File: config.mk
export PLATFORM = sky130hd
export DESIGN_NAME = signed_radix_to_symbols
export DESIGN_NICKNAME = d
export VERILOG_FILES = /design/src/hdl/srts_pkg.sv /design/src/hdl/srts_ctrl.sv /design/src/hdl/srts_dp.sv /design/src/hdl/signed_radix_to_symbols.sv
export SDC_FILE = /design/constraint.sdc
export NUM_CORES = 1
export LEC_CHECK = 0
export BUFFER_PORTS_ARGS = -buffer_cell sky130_fd_sc_hd__clkbuf_2
export CORE_MARGIN = 10
export CORE_UTILIZATION = 50
export CTS_CLUSTER_DIAMETER = 120
export DETAILED_ROUTE_END_ITERATION = 8
export PLACE_DENSITY = 0.67
export SLEW_MARGIN = 20
export SYNTH_ARGS = -nofsm -noshare
export SYNTH_HDL_FRONTEND = slang
export SYNTH_SLANG_ARGS = --single-unit
export TNS_END_PERCENT = 1
File: constraint.sdc
create_clock -name clk -period 22.3 [get_ports clk]
set_clock_uncertainty 0.1 [all_clocks]
set_input_delay 3.345 -clock clk [delete_from_list [all_inputs] [get_ports clk]]
set_output_delay 3.345 -clock clk [all_outputs]
set_load 0.01 [all_outputs]
File: src/hdl/srts_pkg.sv
// srts_pkg: shared constants, types and the symbol lookup for the
// signed radix to symbols converter
// depends on nothing
package srts_pkg;

  localparam int DEF_MAX_SYMBOLS = 16;
  localparam int DEF_VALUE_BITS  = 32;
  localparam int DIV_STEP        = 8;

  localparam int SYM_W      = 8;
  localparam int RADIX_W    = 5;
  localparam int CFG_DATA_W = 64;
  localparam int CFG_IDX_W  = 2;

  localparam logic [CFG_IDX_W-1:0] REG_RADIX        = 2'd0;
  localparam logic [CFG_IDX_W-1:0] REG_SYMBOLS_LOW  = 2'd1;
  localparam logic [CFG_IDX_W-1:0] REG_SYMBOLS_HIGH = 2'd2;

  localparam logic [SYM_W-1:0] SIGN_SYMBOL = 8'h2D;
  localparam logic [SYM_W-1:0] PLUS_SYMBOL = 8'h2B;

  typedef struct packed {
    logic load;
    logic step;
    logic digit_done;
    logic emit_inv;
    logic emit_sign;
    logic emit_digit;
    logic last;
  } srts_cmd_t;

  typedef struct packed {
    logic alpha_ok;
    logic neg;
    logic quot_zero;
  } srts_stat_t;

  function automatic logic [SYM_W-1:0] sym_at(input logic [3:0] idx,
                                              input logic [CFG_DATA_W-1:0] lo,
                                              input logic [CFG_DATA_W-1:0] hi);
    logic [CFG_DATA_W-1:0] word;
    word = idx[3] ? hi : lo;
    return word[{idx[2:0], 3'b000} +: SYM_W];
  endfunction

endpackage

File: src/hdl/srts_ctrl.sv
// srts_ctrl: sequencer for division rounds and symbol output
// depends on srts_pkg
module srts_ctrl
  import srts_pkg::*;
#(
  parameter int VALUE_BITS = DEF_VALUE_BITS
) (
  input  logic       clk,
  input  logic       rst_n,
  input  logic       start,
  output logic       busy,
  input  srts_stat_t stat,
  output srts_cmd_t  cmd
);

  localparam int DIV_CYC = (VALUE_BITS + DIV_STEP - 1) / DIV_STEP;
  localparam int SC_W    = (DIV_CYC > 1) ? $clog2(DIV_CYC) : 1;
  localparam int CNT_W   = $clog2(VALUE_BITS + 1);

  typedef enum logic [3:0] {
    ST_IDLE = 4'b0001,
    ST_DIV  = 4'b0010,
    ST_SIGN = 4'b0100,
    ST_EMIT = 4'b1000
  } state_t;

  state_t           state_r, state_nxt;
  logic [SC_W-1:0]  step_r, step_nxt;
  logic [CNT_W-1:0] cnt_r, cnt_nxt;

  assign busy = (state_r != ST_IDLE);

  always_comb begin
    state_nxt = state_r;
    step_nxt  = step_r;
    cnt_nxt   = cnt_r;
    cmd       = '0;
    case (state_r)
      ST_IDLE: begin
        if (start) begin
          if (!stat.alpha_ok) begin
            cmd.emit_inv = 1'b1;
          end else begin
            cmd.load  = 1'b1;
            step_nxt  = '0;
            cnt_nxt   = '0;
            state_nxt = ST_DIV;
          end
        end
      end
      ST_DIV: begin
        cmd.step = 1'b1;
        if (step_r == SC_W'(DIV_CYC - 1)) begin
          cmd.digit_done = 1'b1;
          cnt_nxt        = cnt_r + 1'b1;
          step_nxt       = '0;
          if (stat.quot_zero) begin
            state_nxt = stat.neg ? ST_SIGN : ST_EMIT;
          end
        end else begin
          step_nxt = step_r + 1'b1;
        end
      end
      ST_SIGN: begin
        cmd.emit_sign = 1'b1;
        state_nxt     = ST_EMIT;
      end
      ST_EMIT: begin
        cmd.emit_digit = 1'b1;
        cmd.last       = (cnt_r == CNT_W'(1));
        cnt_nxt        = cnt_r - 1'b1;
        if (cnt_r == CNT_W'(1)) begin
          state_nxt = ST_IDLE;
        end
      end
      default: begin
        state_nxt = ST_IDLE;
      end
    endcase
  end

  always_ff @(posedge clk) begin
    if (!rst_n) begin
      state_r <= ST_IDLE;
      step_r  <= '0;
      cnt_r   <= '0;
    end else begin
      state_r <= state_nxt;
      step_r  <= step_nxt;
      cnt_r   <= cnt_nxt;
    end
  end

endmodule

File: src/hdl/srts_dp.sv
// srts_dp: configuration registers, alphabet check, radix divider,
// digit stack and output register
// depends on srts_pkg
module srts_dp
  import srts_pkg::*;
#(
  parameter int MAX_SYMBOLS = DEF_MAX_SYMBOLS,
  parameter int VALUE_BITS  = DEF_VALUE_BITS
) (
  input  logic                         clk,
  input  logic                         rst_n,
  input  logic                         cfg_we,
  input  logic [CFG_IDX_W-1:0]         cfg_index,
  input  logic [CFG_DATA_W-1:0]        cfg_wdata,
  input  logic signed [VALUE_BITS-1:0] in_value,
  input  srts_cmd_t                    cmd,
  output srts_stat_t                   stat,
  output logic                         out_strobe,
  output logic [SYM_W-1:0]             out_symbol,
  output logic                         out_last,
  output logic                         out_invalid
);

  localparam int DIG_W  = $clog2(MAX_SYMBOLS);
  localparam int RAD_W  = DIG_W + 1;
  localparam int QW     = ((VALUE_BITS + DIV_STEP - 1) / DIV_STEP) * DIV_STEP;
  localparam int STK_W  = VALUE_BITS * DIG_W;

  logic [RADIX_W-1:0]    radix_r;
  logic [CFG_DATA_W-1:0] sym_lo_r, sym_hi_r;

  logic [QW-1:0]         q_r, q_c;
  logic [DIG_W-1:0]      rem_r, rem_c;
  logic [RAD_W-1:0]      t_c, rad;
  logic                  neg_r;
  logic [STK_W-1:0]      stack_r;
  logic                  bad;
  logic [VALUE_BITS-1:0] v_u, mag;

  logic                  strobe_r, last_r, inv_r;
  logic [SYM_W-1:0]      symbol_r;

  // config registers
  always_ff @(posedge clk) begin
    if (!rst_n) begin
      radix_r  <= '0;
      sym_lo_r <= '0;
      sym_hi_r <= '0;
    end else if (cfg_we) begin
      case (cfg_index)
        REG_RADIX:        radix_r  <= cfg_wdata[RADIX_W-1:0];
        REG_SYMBOLS_LOW:  sym_lo_r <= cfg_wdata;
        REG_SYMBOLS_HIGH: sym_hi_r <= cfg_wdata;
        default: begin
        end
      endcase
    end
  end

  // alphabet check: no sign or plus symbol and no two equal symbols among those in use
  always_comb begin
    bad = 1'b0;
    for (int i = 0; i < MAX_SYMBOLS; i++) begin
      if (RADIX_W'(i) < radix_r) begin
        if (sym_at(4'(i), sym_lo_r, sym_hi_r) == PLUS_SYMBOL ||
            sym_at(4'(i), sym_lo_r, sym_hi_r) == SIGN_SYMBOL) begin
          bad = 1'b1;
        end
        for (int j = i + 1; j < MAX_SYMBOLS; j++) begin
          if (RADIX_W'(j) < radix_r &&
              sym_at(4'(i), sym_lo_r, sym_hi_r) == sym_at(4'(j), sym_lo_r, sym_hi_r)) begin
            bad = 1'b1;
          end
        end
      end
    end
  end

  assign stat.alpha_ok = !bad && (radix_r >= RADIX_W'(2)) &&
                         (radix_r <= RADIX_W'(MAX_SYMBOLS));
  assign stat.neg      = neg_r;

  assign v_u = in_value;
  assign mag = v_u[VALUE_BITS-1] ? VALUE_BITS'(~v_u + 1'b1) : v_u;
  assign rad = radix_r[RAD_W-1:0];

  // restoring division, DIV_STEP quotient bits a cycle
  always_comb begin
    q_c   = q_r;
    rem_c = rem_r;
    t_c   = '0;
    for (int s = 0; s < DIV_STEP; s++) begin
      t_c = {rem_c, q_c[QW-1]};
      q_c = {q_c[QW-2:0], 1'b0};
      if (t_c >= rad) begin
        t_c    = t_c - rad;
        q_c[0] = 1'b1;
      end
      rem_c = t_c[DIG_W-1:0];
    end
  end

  assign stat.quot_zero = (q_c == '0);

  always_ff @(posedge clk) begin
    if (cmd.load) begin
      q_r   <= QW'(mag);
      rem_r <= '0;
      neg_r <= v_u[VALUE_BITS-1];
    end else if (cmd.step) begin
      q_r   <= q_c;
      rem_r <= cmd.digit_done ? '0 : rem_c;
    end
    // digit stack, newest digit in the low bits
    if (cmd.step && cmd.digit_done) begin
      stack_r <= {stack_r[STK_W-DIG_W-1:0], rem_c};
    end else if (cmd.emit_digit) begin
      stack_r <= stack_r >> DIG_W;
    end
  end

  // output register
  always_ff @(posedge clk) begin
    if (!rst_n) begin
      strobe_r <= 1'b0;
    end else begin
      strobe_r <= cmd.emit_inv | cmd.emit_sign | cmd.emit_digit;
    end
    if (cmd.emit_inv) begin
      symbol_r <= '0;
      last_r   <= 1'b1;
      inv_r    <= 1'b1;
    end else if (cmd.emit_sign) begin
      symbol_r <= SIGN_SYMBOL;
      last_r   <= 1'b0;
      inv_r    <= 1'b0;
    end else if (cmd.emit_digit) begin
      symbol_r <= sym_at(4'(stack_r[DIG_W-1:0]), sym_lo_r, sym_hi_r);
      last_r   <= cmd.last;
      inv_r    <= 1'b0;
    end
  end

  assign out_strobe  = strobe_r;
  assign out_symbol  = symbol_r;
  assign out_last    = last_r;
  assign out_invalid = inv_r;

endmodule

File: src/hdl/signed_radix_to_symbols.sv
// signed_radix_to_symbols: top level, signed value to symbol string in a
// configurable radix; instantiates srts_ctrl and srts_dp, uses srts_pkg
//
//   channel  ports                                         handshake
//   input    start, busy, in_value                         start & !busy
//   result   out_strobe, out_symbol, out_last, out_invalid out_strobe, one cycle
//   config   cfg_we, cfg_index, cfg_wdata                  cfg_we
//
// an item with D digits runs D division rounds in the divider
// (8 quotient bits a cycle), then one symbol per cycle, sign included
// invalid alphabet: one result the cycle after the transfer
// reset is synchronous; the result channel cannot stall
module signed_radix_to_symbols
  import srts_pkg::*;
#(
  parameter int MAX_SYMBOLS = DEF_MAX_SYMBOLS,
  parameter int VALUE_BITS  = DEF_VALUE_BITS
) (
  input  logic                         clk,
  input  logic                         rst_n,
  input  logic                         start,
  output logic                         busy,
  input  logic signed [VALUE_BITS-1:0] in_value,
  output logic                         out_strobe,
  output logic [SYM_W-1:0]             out_symbol,
  output logic                         out_last,
  output logic                         out_invalid,
  input  logic                         cfg_we,
  input  logic [CFG_IDX_W-1:0]         cfg_index,
  input  logic [CFG_DATA_W-1:0]        cfg_wdata
);

  srts_cmd_t  cmd;
  srts_stat_t stat;

  srts_ctrl #(
    .VALUE_BITS (VALUE_BITS)
  ) u_ctrl (
    .clk   (clk),
    .rst_n (rst_n),
    .start (start),
    .busy  (busy),
    .stat  (stat),
    .cmd   (cmd)
  );

  srts_dp #(
    .MAX_SYMBOLS (MAX_SYMBOLS),
    .VALUE_BITS  (VALUE_BITS)
  ) u_dp (
    .clk         (clk),
    .rst_n       (rst_n),
    .cfg_we      (cfg_we),
    .cfg_index   (cfg_index),
    .cfg_wdata   (cfg_wdata),
    .in_value    (in_value),
    .cmd         (cmd),
    .stat        (stat),
    .out_strobe  (out_strobe),
    .out_symbol  (out_symbol),
    .out_last    (out_last),
    .out_invalid (out_invalid)
  );

`ifndef SYNTHESIS
  // symbols of one value come in consecutive cycles
  no_gap_a: assert property (@(posedge clk) disable iff (!rst_n)
    out_strobe && !out_last |=> out_strobe)
    else $error("gap inside a symbol string");

  // a non-final symbol means the value is still in work
  busy_a: assert property (@(posedge clk) disable iff (!rst_n)
    out_strobe && !out_last |-> busy)
    else $error("non-final symbol while idle");

  // starting a conversion never coincides with a result
  load_a: assert property (@(posedge clk) disable iff (!rst_n)
    $rose(busy) |-> !out_strobe)
    else $error("result shown as conversion starts");

  // invalid result is a single zero symbol
  inv_a: assert property (@(posedge clk) disable iff (!rst_n)
    out_strobe && out_invalid |-> out_last && out_symbol == '0)
    else $error("malformed invalid result");
`endif

endmodule

==> impl_metrics.yaml <==
worst_setup_path:
  worst-setup-path-type: "register to register"
  critPathBufInv: 7
  r2r_cells: 67
  path_delay_family: "compound AO/OA/AOI/OAI gates"
  crit_required_ns: 22.63
  worst_setup_path_start_kind: "register"
  arrival_ns: 14.75
  cp-end-kind: "register"
  regToRegEndpoint: "u_ctrl.state_r[1]"
  crit_fanout: 16
  cpPeakStageDelay_ns: 0.43
  r2r_slack_ns: 7.87
  slowest_stage: "ha_1"
  r2r-start: "u_dp.rad[1]"
sta:
  fin_setup_tns_ns: 0
  slew_headroom: 0.296
  clock.fmax_mhz: 69.3
  rsz0062_at_grt: "false"
  max_slew.worst_pin.slew_ns: 1.05
  whs_ns: 0.354
  hold_viol: 0
  setup_viol: 0
  period_minus_slack_ns: 14.43
  post-route-period-util: 0.647
  slew_viol_final: 0
layout:
  fin_area_um2: 30900
  syn_to_final_growth_pct: 9.20
  drive_gt1_frac: 0.169
  fin_nets: 3280
  final_core_util: 0.550
clock_network:
  cts_num_sinks: 321
  cts_root_buf: "clkbuf_16"
  ctsHoldBuffers: 0
  cts_setup_buffers: 0
  clkLatencyLatePin_ns: 0.61
  cts-htree-levels: 2
  clockBufferDepth: 3
  cts_tree: "done"
  cts_resized: 0
  numCtsBuffers: 38
  path_clk_slew_ns: 0.06
floorplan:
  core_area_um2: 56200
  start_util: 0.504
  rows: 87
  die_w_um: 258
  die_area_um2: 66500
  ios: 114
  fp.dieH_um: 258
placement:
  dp_hpwl_mm: 66.2
  portBuffers: 113
  placement.cell_area_um2: 29600
  routabilityCongestion: 1.04
synthesis:
  synth_area_leaders: "xnor2_1 (22%), edfxtp_1 (17%), dfxtp_1 (11%)"
  yosysTopAreaCell: "xnor2_1"
  synth_cell_types: 71
  async_flop_share: 0
  synthFlopType: "edfxtp_1"
  synth_commonest_cells: "xnor2_1 (706), xor2_1 (307), nand2_1 (306), a21oi_1 (185), nand4_1 (171)"
  synth.most_common_cell: "xnor2_1"
  synth_edf_count: 161
  ys_seq_area_frac: 0.284
  postSynthAreaPerCell_um2: 8.91
  synth_top_area_frac: 0.218
  yosys_register_bits: 321
  yosysWarnings: 0
  synth_nets: 3330
  syn_area_um2: 28300
  synth_cells: 3175
pwr:
  switching_share: 0.469
  power_w: 0.00573
  seqPwrFrac: 0.125
  pwr-share-clk: 0.118
  intPower_w: 0.00304
  switchingPower_w: 0.00269
  power.density_nw_per_um2: 186
  combPwrFrac: 0.757
  static-leakage-power_nw: 11.3
  peakVddDrop_v: 0.000866
flow_run:
  maxCapViolations: 0
global_routing:
  grt_util_all_layers: 0.312
  grt_first_pass_wirelength_mm: 159
  grt_max_degree: 79
  antenna_found_initial: 4
  grt_pass1_vias: 25281
  grt-ovfl-total: 0
min_path:
  hp-start: "u_dp.out_symbol[6]"
  worstHoldPathType: "register to register"
  hold_end: "u_dp.out_symbol[6]"
  hold_path_depth: 2
detailed_routing:
  wire_per_inst_um: 27.5
  postRouteAntennaNets: 0
  via_per_inst: 6.52
  drtIter0Drc: 3796
  drc: 0
  drt_wl_total_mm: 108
  dr.pass1.iters: 8
  vias: 25499
run_status:
  status: "complete, no violations"
-- worst reg2reg max path, delay by kind of cell, from the launching register on --
kind / cells / cell delay [ns]
AO/OA/AOI/OAI: 30 / 6.06
adder cells (fa/ha/maj): 8 / 2.32
buffers and inverters: 7 / 1.07
flip-flops: 1 / 0.30
multiplexers: 5 / 1.84
AND/OR/NAND/NOR: 17 / 2.56
-- cells in the final DEF (no fill, tap or decap), drive strengths merged, types with 43 or more instances in the layout --
cell / count
xor2: 307
clkbuf: 165
a21oi: 187
buf: 154
nor2: 72
ha: 45
nor3: 80
nor4: 97
mux2: 142
inv: 43
xnor2: 706
nand4: 171
dfxtp: 160
nand2: 306
edfxtp: 161
-- metal layers --
metal  share of wire  vias to the layer above  wire [um]  GRT usage
met3            0.14                      585      14500     0.0977
met4           0.073                        0       7880      0.201
met2            0.41                     1889      44400      0.451
li1                -                    10832          -          -
met1            0.38                    12193      40700      0.398
met5               0                        -          0          0
-- state kept, by name, summed over array words and instances (netlist names), 4 cells and up --
| register | flops |
|---|---|
| u_dp.sym_lo_r | 64 |
| u_dp.q_r | 32 |
| u_dp.sym_hi_r | 64 |
| u_ctrl.state_r | 4 |
| u_dp.rem_r | 4 |
| u_dp.rad | 5 |
| u_dp.stack_r | 128 |
| u_ctrl.cnt_r | 6 |
| u_dp.out_symbol | 8 |
-- cell type report --
class                   count  area, um^2
well taps                 756         946
fillers                  5075       25300
multi-input cells        2458       18700
clock inverters            17         278
diodes                      2        5.00
flip-flops and latches    321        8040
repair buffers            267        1720
clock buffers              52        1070
inverters                  39         149
-- power by group through the flow --
stage          combinational [W]  sequential (W)  clock (W)
2_1_floorplan            0.00351        0.000723          0
3_3_place_gp             0.00430        0.000729          0
3_5_place_dp             0.00493        0.000738          0
4_1_cts                  0.00533        0.000731   0.000684
5_1_grt                  0.00629        0.000732   0.000709
6_report                 0.00434        0.000717   0.000675
-- logic make-up (layout without fill, tap and decap cells) --
logic type,count (synthesis),after routing,synth area share
AND/OR/NAND/NOR,848,848,0.153
buffers and inverters,396,375,0.0567
adder cells (fa/ha/maj),53,53,0.0256
flip-flops,321,321,0.284
AO/OA/AOI/OAI,353,353,0.0757
other,0,2,0
XOR/XNOR,1013,1013,0.313
multiplexers,191,191,0.0915
-- metrics by stage --
step	worst slack (ns)	instances
after global placement	7.98	3841
after global routing	6.28	3912
after CTS	7.66	3910
final	7.87	3912
after floorplan	9.21	3175
after detailed placement	7.71	3841
-- worst max-delay path by stage --
stage	start	endpoint	slack, ns	depth (start not counted)
finish	u_dp.rad[1]	u_ctrl.state_r[1]	7.87	67
global route	u_dp.rad[1]	u_ctrl.state_r[1]	6.28	67
CTS	u_dp.rad[1]	u_ctrl.state_r[1]	7.66	67
detailed placement	u_dp.rad[1]	u_ctrl.state_r[1]	7.71	67
global placement	u_dp.rad[1]	u_dp.stack_r[3]	7.98	66
floorplan	u_dp.rad[1]	u_dp.stack_r[3]	9.21	73
Note: power is estimated with default switching activity, not from simulation.
